`config.mk`:
```
export PLATFORM = sky130hd
export DESIGN_NAME = der_key_format_detector_top
export DESIGN_NICKNAME = d
export VERILOG_FILES = /design/src/sv/dkfd_pkg.sv /design/src/sv/dkfd_step.sv /design/src/sv/der_key_format_detector_top.sv
export SDC_FILE = /design/constraint.sdc
export NUM_CORES = 1
export LEC_CHECK = 0
export ABC_AREA = 1
export BUFFER_PORTS_ARGS = -buffer_cell sky130_fd_sc_hd__buf_4
export CAP_MARGIN = 20
export CORE_MARGIN = 3
export CORE_UTILIZATION = 62
export DETAILED_ROUTE_END_ITERATION = 7
export PLACE_DENSITY_LB_ADDON = 0.08
export SYNTH_ARGS = -nofsm -noshare
export SYNTH_HDL_FRONTEND = slang
export SYNTH_SLANG_ARGS = --single-unit
```
`constraint.sdc`:
```
create_clock -name i_clk -period 1.86 [get_ports i_clk]
set_input_delay 0.186 -clock i_clk [delete_from_list [all_inputs] [get_ports i_clk]]
set_output_delay 0.186 -clock i_clk [all_outputs]
set_load 0.05 [all_outputs]
```
`src/sv/dkfd_pkg.sv`:
```
// ----------------------------------------------------------------------------
// DER key format detector package
// Parse phases, format codes, DER tag constants and the per-byte result record.
// ----------------------------------------------------------------------------
package dkfd_pkg;

    localparam logic [7:0] TAG_SEQUENCE     = 8'h30;
    localparam logic [7:0] TAG_INTEGER      = 8'h02;
    localparam logic [7:0] TAG_BIT_STRING   = 8'h03;
    localparam logic [7:0] TAG_OCTET_STRING = 8'h04;
    localparam logic [7:0] LEN_LONG_FLAG    = 8'h80;
    localparam logic [6:0] LEN_COUNT_MASK   = 7'h7f;

    typedef enum logic [3:0] {
        PH_OUTER_TAG       = 4'd0,
        PH_OUTER_LEN       = 4'd1,
        PH_OUTER_LEN_BYTES = 4'd2,
        PH_INNER_TAG       = 4'd3,
        PH_INNER_LEN       = 4'd4,
        PH_INNER_LEN_BYTES = 4'd5,
        PH_INNER_VALUE     = 4'd6,
        PH_NEXT_TAG        = 4'd7
    } t_phase;

    typedef enum logic [1:0] {
        FMT_NONE      = 2'd0,
        FMT_PKCS8     = 2'd1,
        FMT_SPKI      = 2'd2,
        FMT_ENC_PKCS8 = 2'd3
    } t_format;

    typedef struct packed {
        logic    valid;
        t_format format;
    } t_result;

endpackage

```
`src/sv/dkfd_step.sv`:
```
// ----------------------------------------------------------------------------
// DER key format detector byte step
// Next parse state and optional result for one byte of the buffer.
// ----------------------------------------------------------------------------
module dkfd_step #(
    parameter int MAX_LENGTH_BYTES = 4,
    localparam int LW = $clog2(MAX_LENGTH_BYTES + 1),
    localparam int VW = 8 * MAX_LENGTH_BYTES
) (
    input  dkfd_pkg::t_phase  i_phase,
    input  logic [LW-1:0]     i_len_left,
    input  logic [VW-1:0]     i_value_left,
    input  logic              i_decided,
    input  logic [7:0]        i_data_byte,
    input  logic              i_end_of_buffer,
    output dkfd_pkg::t_phase  o_phase,
    output logic [LW-1:0]     o_len_left,
    output logic [VW-1:0]     o_value_left,
    output logic              o_decided,
    output dkfd_pkg::t_result o_result
);
    import dkfd_pkg::*;

    localparam logic [6:0] MaxLenCode = 7'(MAX_LENGTH_BYTES);

    t_phase        c_phase;
    logic [LW-1:0] c_len;
    logic [VW-1:0] c_value;
    logic          c_done;
    t_format       c_fmt;
    logic [6:0]    len_count;
    logic          long_ok;
    logic [VW-1:0] shifted;

    assign len_count = i_data_byte[6:0] & LEN_COUNT_MASK;
    assign long_ok   = (len_count != 7'd0) && (len_count <= MaxLenCode);
    assign shifted   = VW'({i_value_left, i_data_byte});

    always_comb begin
        c_phase = i_phase;
        c_len   = i_len_left;
        c_value = i_value_left;
        c_done  = 1'b0;
        c_fmt   = FMT_NONE;
        unique case (i_phase)
            PH_OUTER_TAG: begin
                if (i_data_byte != TAG_SEQUENCE) begin
                    c_done = 1'b1;
                end else begin
                    c_phase = PH_OUTER_LEN;
                end
            end
            PH_OUTER_LEN: begin
                if (i_data_byte < LEN_LONG_FLAG) begin
                    c_phase = PH_INNER_TAG;
                end else if (!long_ok) begin
                    c_done = 1'b1;
                end else begin
                    c_len   = len_count[LW-1:0];
                    c_phase = PH_OUTER_LEN_BYTES;
                end
            end
            PH_OUTER_LEN_BYTES: begin
                c_len = i_len_left - LW'(1);
                if (i_len_left == LW'(1)) begin
                    c_phase = PH_INNER_TAG;
                end
            end
            PH_INNER_TAG: begin
                if (i_data_byte == TAG_INTEGER) begin
                    c_done = 1'b1;
                    c_fmt  = FMT_PKCS8;
                end else if (i_data_byte != TAG_SEQUENCE) begin
                    c_done = 1'b1;
                end else begin
                    c_phase = PH_INNER_LEN;
                end
            end
            PH_INNER_LEN: begin
                if (i_data_byte < LEN_LONG_FLAG) begin
                    c_value = VW'(i_data_byte);
                    c_phase = (i_data_byte == 8'd0) ? PH_NEXT_TAG : PH_INNER_VALUE;
                end else if (!long_ok) begin
                    c_done = 1'b1;
                end else begin
                    c_len   = len_count[LW-1:0];
                    c_value = '0;
                    c_phase = PH_INNER_LEN_BYTES;
                end
            end
            PH_INNER_LEN_BYTES: begin
                c_value = shifted;
                c_len   = i_len_left - LW'(1);
                if (i_len_left == LW'(1)) begin
                    c_phase = (shifted == '0) ? PH_NEXT_TAG : PH_INNER_VALUE;
                end
            end
            PH_INNER_VALUE: begin
                c_value = i_value_left - VW'(1);
                if (i_value_left == VW'(1)) begin
                    c_phase = PH_NEXT_TAG;
                end
            end
            PH_NEXT_TAG: begin
                c_done = 1'b1;
                if (i_data_byte == TAG_BIT_STRING) begin
                    c_fmt = FMT_SPKI;
                end else if (i_data_byte == TAG_OCTET_STRING) begin
                    c_fmt = FMT_ENC_PKCS8;
                end
            end
            default: begin
                c_done = 1'b1;
            end
        endcase
    end

    // Once a buffer is decided, bytes are dropped until the flagged last byte,
    // which returns everything to the reset state.
    always_comb begin
        o_phase         = c_phase;
        o_len_left      = c_len;
        o_value_left    = c_value;
        o_decided       = i_decided;
        o_result.valid  = 1'b0;
        o_result.format = c_fmt;
        if (!i_decided) begin
            o_result.valid = c_done || i_end_of_buffer;
            o_decided      = c_done;
        end
        if (i_decided && !i_end_of_buffer) begin
            o_phase      = i_phase;
            o_len_left   = i_len_left;
            o_value_left = i_value_left;
        end
        if (i_end_of_buffer) begin
            o_phase      = PH_OUTER_TAG;
            o_len_left   = '0;
            o_value_left = '0;
            o_decided    = 1'b0;
        end
    end

endmodule

```
`src/sv/der_key_format_detector_top.sv`:
```
// ----------------------------------------------------------------------------
// DER key format detector
// Takes a DER encoded key one byte per request, the last byte flagged, and
// returns one format code per buffer: 0 unrecognised, 1 pkcs8, 2 spki,
// 3 encrypted pkcs8. The code is issued on the byte that settles the format,
// or on the last byte if nothing settled it earlier; bytes after a decision
// are consumed without a result. While ready, the block takes one byte every
// cycle: the parse state is updated in the cycle a byte is accepted, and the
// result request appears in the output register on the following cycle. Input
// ready drops only while a result is held in that register and the output side
// is not taking it. MAX_LENGTH_BYTES (1 to 8) sets the longest long-form
// length field accepted and the width of the inner length counter.
// ----------------------------------------------------------------------------
module der_key_format_detector_top #(
    parameter int MAX_LENGTH_BYTES = 4
) (
    input  logic              i_clk,
    input  logic              i_rst_n,
    input  logic              i_in_valid,
    output logic              o_in_ready,
    input  logic [7:0]        i_data_byte,
    input  logic              i_end_of_buffer,
    output logic              o_out_valid,
    input  logic              i_out_ready,
    output dkfd_pkg::t_format o_format
);
    import dkfd_pkg::*;

    localparam int LW = $clog2(MAX_LENGTH_BYTES + 1);
    localparam int VW = 8 * MAX_LENGTH_BYTES;

    t_phase        r_phase, n_phase;
    logic [LW-1:0] r_len_left, n_len_left;
    logic [VW-1:0] r_value_left, n_value_left;
    logic          r_decided, n_decided;
    logic          r_out_valid;
    t_format       r_format;
    t_result       step_result;
    logic          accept;

    assign o_in_ready  = !r_out_valid || i_out_ready;
    assign accept      = i_in_valid && o_in_ready;
    assign o_out_valid = r_out_valid;
    assign o_format    = r_format;

    dkfd_step #(
        .MAX_LENGTH_BYTES(MAX_LENGTH_BYTES)
    ) u_step (
        .i_phase        (r_phase),
        .i_len_left     (r_len_left),
        .i_value_left   (r_value_left),
        .i_decided      (r_decided),
        .i_data_byte    (i_data_byte),
        .i_end_of_buffer(i_end_of_buffer),
        .o_phase        (n_phase),
        .o_len_left     (n_len_left),
        .o_value_left   (n_value_left),
        .o_decided      (n_decided),
        .o_result       (step_result)
    );

    always_ff @(posedge i_clk) begin
        if (!i_rst_n) begin
            r_phase      <= PH_OUTER_TAG;
            r_len_left   <= '0;
            r_value_left <= '0;
            r_decided    <= 1'b0;
            r_out_valid  <= 1'b0;
        end else begin
            if (accept) begin
                r_phase      <= n_phase;
                r_len_left   <= n_len_left;
                r_value_left <= n_value_left;
                r_decided    <= n_decided;
                r_out_valid  <= step_result.valid;
            end else if (i_out_ready) begin
                r_out_valid  <= 1'b0;
            end
        end
    end

    always_ff @(posedge i_clk) begin
        if (accept && step_result.valid) begin
            r_format <= step_result.format;
        end
    end

endmodule

```
==> After elaboration in Yosys (flattened, before gate mapping) <==
Index checks and enable logic that the tools add are counted.
{ "op_classes": {"n_lt_le_gt_ge": 2, "n_reduce_logical": 22, "eq_ne": 24, "addsub": 2, "muxes": 39} }
{ "ops": {"columns": ["op", "n"], "rows": [
  ["$mux 32", 4],
  ["$pmux 32 s3", 1],
  ["$mux 4", 12],
  ["$eq 32x1->1 const B", 1],
  ["$logic_not 32->1", 1],
  ["$sub 32x1->32 const B", 1],
  ["$pmux 4 s7", 1],
  ["$eq 4x3->1 const B", 4],
  ["$eq 8x2->1 const B", 2],
  ["$mux 1", 12],
  ["$mux 3", 4],
  ["$ne 3x3->1 const B", 4],
  ["$reduce_and 11->1", 1],
  ["$ne 3x2->1 const B", 3],
  ["$eq 4x2->1 const B", 2],
  ["$eq 8x3->1 const B", 1],
  ["$logic_not 8->1", 1],
  ["$lt 8x8->1 const B", 1],
  ["$ne 4x2->1 const B", 2],
  ["$ne 8x6->1 const B", 1],
  ["$reduce_bool 8->1", 1],
  ["$le 7x3->1 const B", 1],
  ["$reduce_bool 7->1", 1],
  ["$pmux 3 s2", 1],
  ["other kinds (19)", 26]
]} }
{ "totals": {"out_inout_bits": 4, "register_bits": 43, "wordCells": 95} }

==> Depth between registers and ports, before layout <==
{ "depth": {"word_depth": 8, "mapped_depth": 12} }

==> Cells and area by module <==
From an unflattened synthesis, not the netlist that was laid out.
{ "hier_totals": {"hier_cells": 814, "hier_area_um2": 4445.5} }
{ "by_module_without_submodules": {"columns": ["module", "n_inst", "area_per_inst_um2", "cells_per_inst"], "rows": [
  ["dkfd_step", 1, 2514.9, 539],
  ["der_key_format_detector_top", 1, 1930.6, 275]
]} }

==> Worst setup path after synthesis <==
Ideal clock, no wire load.
{ "synth_timing": {"path_type": "register to register", "start": "register r_out_valid, in the netlist o_out_valid", "end": "register r_value_left[6]", "period_less_slack_ns": 2.093, "setup_slack_ns": -0.233, "required_ns": 1.732, "path_buffers": 2, "setup_ns": 0.128, "path_stages_with_launch": 10, "arrival_ns": 1.965, "cell_sequence": "dfxtp_1 nand2_1 nand3_1 o21ai_1 nand3_2 inv_2 buf_6 buf_6 a21oi_1 nor2_1"} }
{ "synth_between": {"elab_chain_len": 4} }
{ "synth_rtl": {"columns": ["element", "line", "text"], "rows": [
  ["from (decl)", "der_key_format_detector_top.sv:36", "logic r_out_valid;"],
  ["from (signal assigned)", "der_key_format_detector_top.sv:75", "r_out_valid <= step_result.valid;"],
  ["$logic_not 1->1", "der_key_format_detector_top.sv:41", "assign o_in_ready = !r_out_valid || i_out_ready;"],
  ["$logic_or 1x1->1", "der_key_format_detector_top.sv:41", null],
  ["via o_in_ready", "der_key_format_detector_top.sv:20", "output logic o_in_ready,"],
  ["$logic_and 1x1->1", "der_key_format_detector_top.sv:42", "assign accept = i_in_valid && o_in_ready;"],
  ["$reduce_and 4->1 (no line)", null, null],
  ["to (signal assigned)", "der_key_format_detector_top.sv:73", "r_value_left <= n_value_left;"],
  ["to (decl)", "der_key_format_detector_top.sv:34", "logic [VW-1:0] r_value_left, n_value_left;"]
]} }
The timed path passes the listed nets, and every way through them passes these cells.
A chain may end at the register's enable or synchronous reset.

==> Final worst setup path <==
{ "layout_timing": {"start": "register r_value_left[0]", "end": "register r_value_left[10]"} }
{ "layout_between": {"elab_chain_len": 4} }
{ "layout_rtl": {"columns": ["element", "line", "text"], "rows": [
  ["$sub 32x1->32", "dkfd_step.sv:99", "c_value = i_value_left - VW'(1);"],
  ["$pmux 32 s3", "dkfd_step.sv:45", "unique case (i_phase)"],
  ["$mux 32", "dkfd_step.sv:131", "if (i_decided && !i_end_of_buffer) begin"],
  ["$mux 32", "dkfd_step.sv:136", "if (i_end_of_buffer) begin"]
]} }
Every way passes these cells. The select of a mux whose other input is x is not followed.

==> flow_summary.ini <==
[run_status]
status = finished, final reports clean

[floorplanning]
die_area_um2 = 6250
ios = 17
num_rows = 25
die_w_um = 79.1
initial_core_util_pct = 67.0
die_h_um = 79.1
fp.coreArea_um2 = 4940

[place]
place_congestion = 1.02
dp_hpwl_um = 7300
port_buffers = 16

[final_layout]
diodes = 0
multi_input_area_um2 = 2170
nNetsFinal = 627
nFillCells = 453
synthToLayoutAreaGrowth_pct = 10.6
drive_gt1_share_pct = 10.6
seq_area_um2 = 862

[grt]
grt_max_degree = 36
grt_pass1_vias = 3464
grt-ovfl-total = 0
grt_pass1_wl_um = 16000
grt_use_total_pct = 32.2
antenna_found_initial = 0

[min_path]
hold_end = r_len_left[2]
whs_path_depth = 3
min-delay-start = i_rst_n
hp-class = in -> reg

[clock_network]
cts.clk_slew.worst_paths_ns = 0.08
cts-resized-gates = 0
cts_made_buffers = 5
postCtsSetupBuffers = 0
clkLatencyLatePin_ns = 0.31
clkSinkCount = 42
cts-root-buf = clkbuf_8
cts_buffer_depth = 2
cts_max_level = 2
cts_tree = yes
cts_hold_buf = 0

[timing]
finClkSkew_ns = 0.00932
fmax_mhz = 577
fin_crit_ns = 1.73
fin_setup_tns_ns = 0
hold_viol_final = 0
max-slew-margin-rel_pct = 72.8
period_share_pct = 93.2
setup_viol = 0
tightest_slew_ns = 0.408
maxSlewViolCount = 0
rsz0062_at_grt = false

[critical_path]
end_kind = flop
rrSetupSlack_ns = 0.13
worstPathArrival_ns = 1.91
max_stage_delay_ns = 0.34
cp.required_ns = 2.04
r2r-end = r_value_left[10]
critPathLaunchType = flop
crit_fanout = 5
r2r-start = r_value_left[0]
critPathTopFamily = simple AND/OR/NAND/NOR gates
crit_buf_inv = 2
crit_type = reg -> reg
ff2ff_path_depth = 11
crit_path_top_delay_cell = dfxtp_1
worstPathCellList = inv_1 -> ha_2 -> nand2_2 -> inv_2 -> nand2_1 -> nor2_2 -> nand2_1 -> nand3_1 -> o21ai_0 -> nand2_1 -> a21oi_1
cpMostUsedCell = nand2_1

[detailed_routing]
drcViolationCount = 0
drtAntennaViolNets = 0
first_pass_iters = 6
drt_iter0_drc = 375
vias_per_cell = 5.67
wirelength_um = 9590
wl_per_cell_um = 14.1
vias = 3843

[yosys]
syn_nets = 605
synth.avg_cell_area_um2 = 5.63
synth_area_um2 = 3310
synthCells = 588
ys_seq_elements = 42
ys_seq_area_share_pct = 26.0
ys_warn_count = 0
synth.distinct_cells = 32

[run]
drv_cap = 0

[power]
peakVddDrop_v = 0.000656
power_density_nw_per_um2 = 586
total_power_w = 0.00214
leakagePower_nw = 1.66
-- worst max-delay path by stage --
stage / start / end / cells past startpoint
global route: r_value_left[0] / r_value_left[18] / 12
CTS: r_value_left[0] / r_value_left[10] / 11
global placement: r_value_left[1] / r_value_left[10] / 11
finish: r_value_left[0] / r_value_left[10] / 11
floorplan: o_out_valid / r_value_left[6] / 9
detailed placement: r_value_left[0] / r_value_left[10] / 11
-- cell families after synthesis --
logic type | after synthesis | synth area share, %
and+or+nand+nor | 371 | 46.3
AOI/OAI and AO/OA | 97 | 16.1
buffers and inverters | 69 | 8.73
xor gates and xnor gates | 5 | 1.32
adders and majority gates | 4 | 1.51
DFF | 42 | 26.0
-- placed cells by master, fill, tap and decap left out, drive strengths merged, types with 6 or more instances in the layout --
master | Yosys | routed
inv | 52 | 52
a21oi | 45 | 45
nand3 | 44 | 44
buf | 10 | 30
o21ai | 33 | 33
clkbuf | 5 | 7
o21bai | 8 | 8
nor2 | 104 | 104
nand2 | 215 | 215
dfxtp | 40 | 40
nand4 | 6 | 6
-- layout make-up --
cell class	instances	share of cell area, %
clock inverter	1	0.137
clock buffer	7	2.36
sequential	42	23.5
multi-input combinational	477	59.3
inverter	54	5.54
tap	67	2.29
timing repair buffer	30	6.84
-- state kept, by name, indices dropped and copies added, names as in the netlist --
signal,cells
r_len_left,3
r_decided,1
o_out_valid,1
o_format,2
r_value_left,32
r_phase,3
-- synth_stat cells (all sizes together) --
cell / instances / area [um2]
xnor2: 1 / 8.76
nand4: 6 / 43.8
buf: 10 / 67.6
a211oi: 1 / 7.51
o22ai: 4 / 25.0
o2111ai: 1 / 8.76
dfxtp: 40 / 801
clkinv: 2 / 7.51
edfxtp: 2 / 60.1
a21oi: 45 / 225
o21ai: 33 / 165
nor2: 104 / 425
o21bai: 8 / 60.1
nor3: 2 / 15.0
inv: 52 / 195
nand3: 44 / 235
o211ai: 4 / 30.0
nand2: 215 / 815
a21boi: 1 / 11.3
xor2: 4 / 35.0
ha: 4 / 50.1
clkbuf: 5 / 18.8
-- stage by stage --
stage                     cell area (um2)  setup WS, ns  cells  hold WS (ns)  util [%]
after floorplan                      3310         0.179    588         0.306         -
after CTS                            3650         0.146    678         0.163      73.9
final                                3660         0.126    678         0.164      74.1
after global routing                 3660       0.00553    678         0.169      74.1
after detailed placement             3560         0.160    670         0.479      72.1
after global placement               3560         0.210    670         0.458      72.1
-- where the power goes --
group          switching (W)  leakage [nW]  internal [W]
Clock               0.000333        0.0482      0.000300
Combinational       0.000366          1.27      0.000185
Sequential         0.0000241         0.344      0.000935
-- worst min-delay path: stages --
cell	delay, ns
buf_4	0.14
nand2_1	0.06
nor2_1	0.03
-- routing by layer --
| layer | up-vias | wire [um] | GRT usage (%) |
|---|---|---|---|
| met4 | 0 | 219 | 9.11 |
| met2 | 183 | 4140 | 49.7 |
| met1 | 1708 | 4230 | 44.9 |
| li1 | 1925 | - | - |
| met3 | 27 | 995 | 7.48 |
| met5 | - | 0 | 0 |
Power figures use the tool's default switching activity.
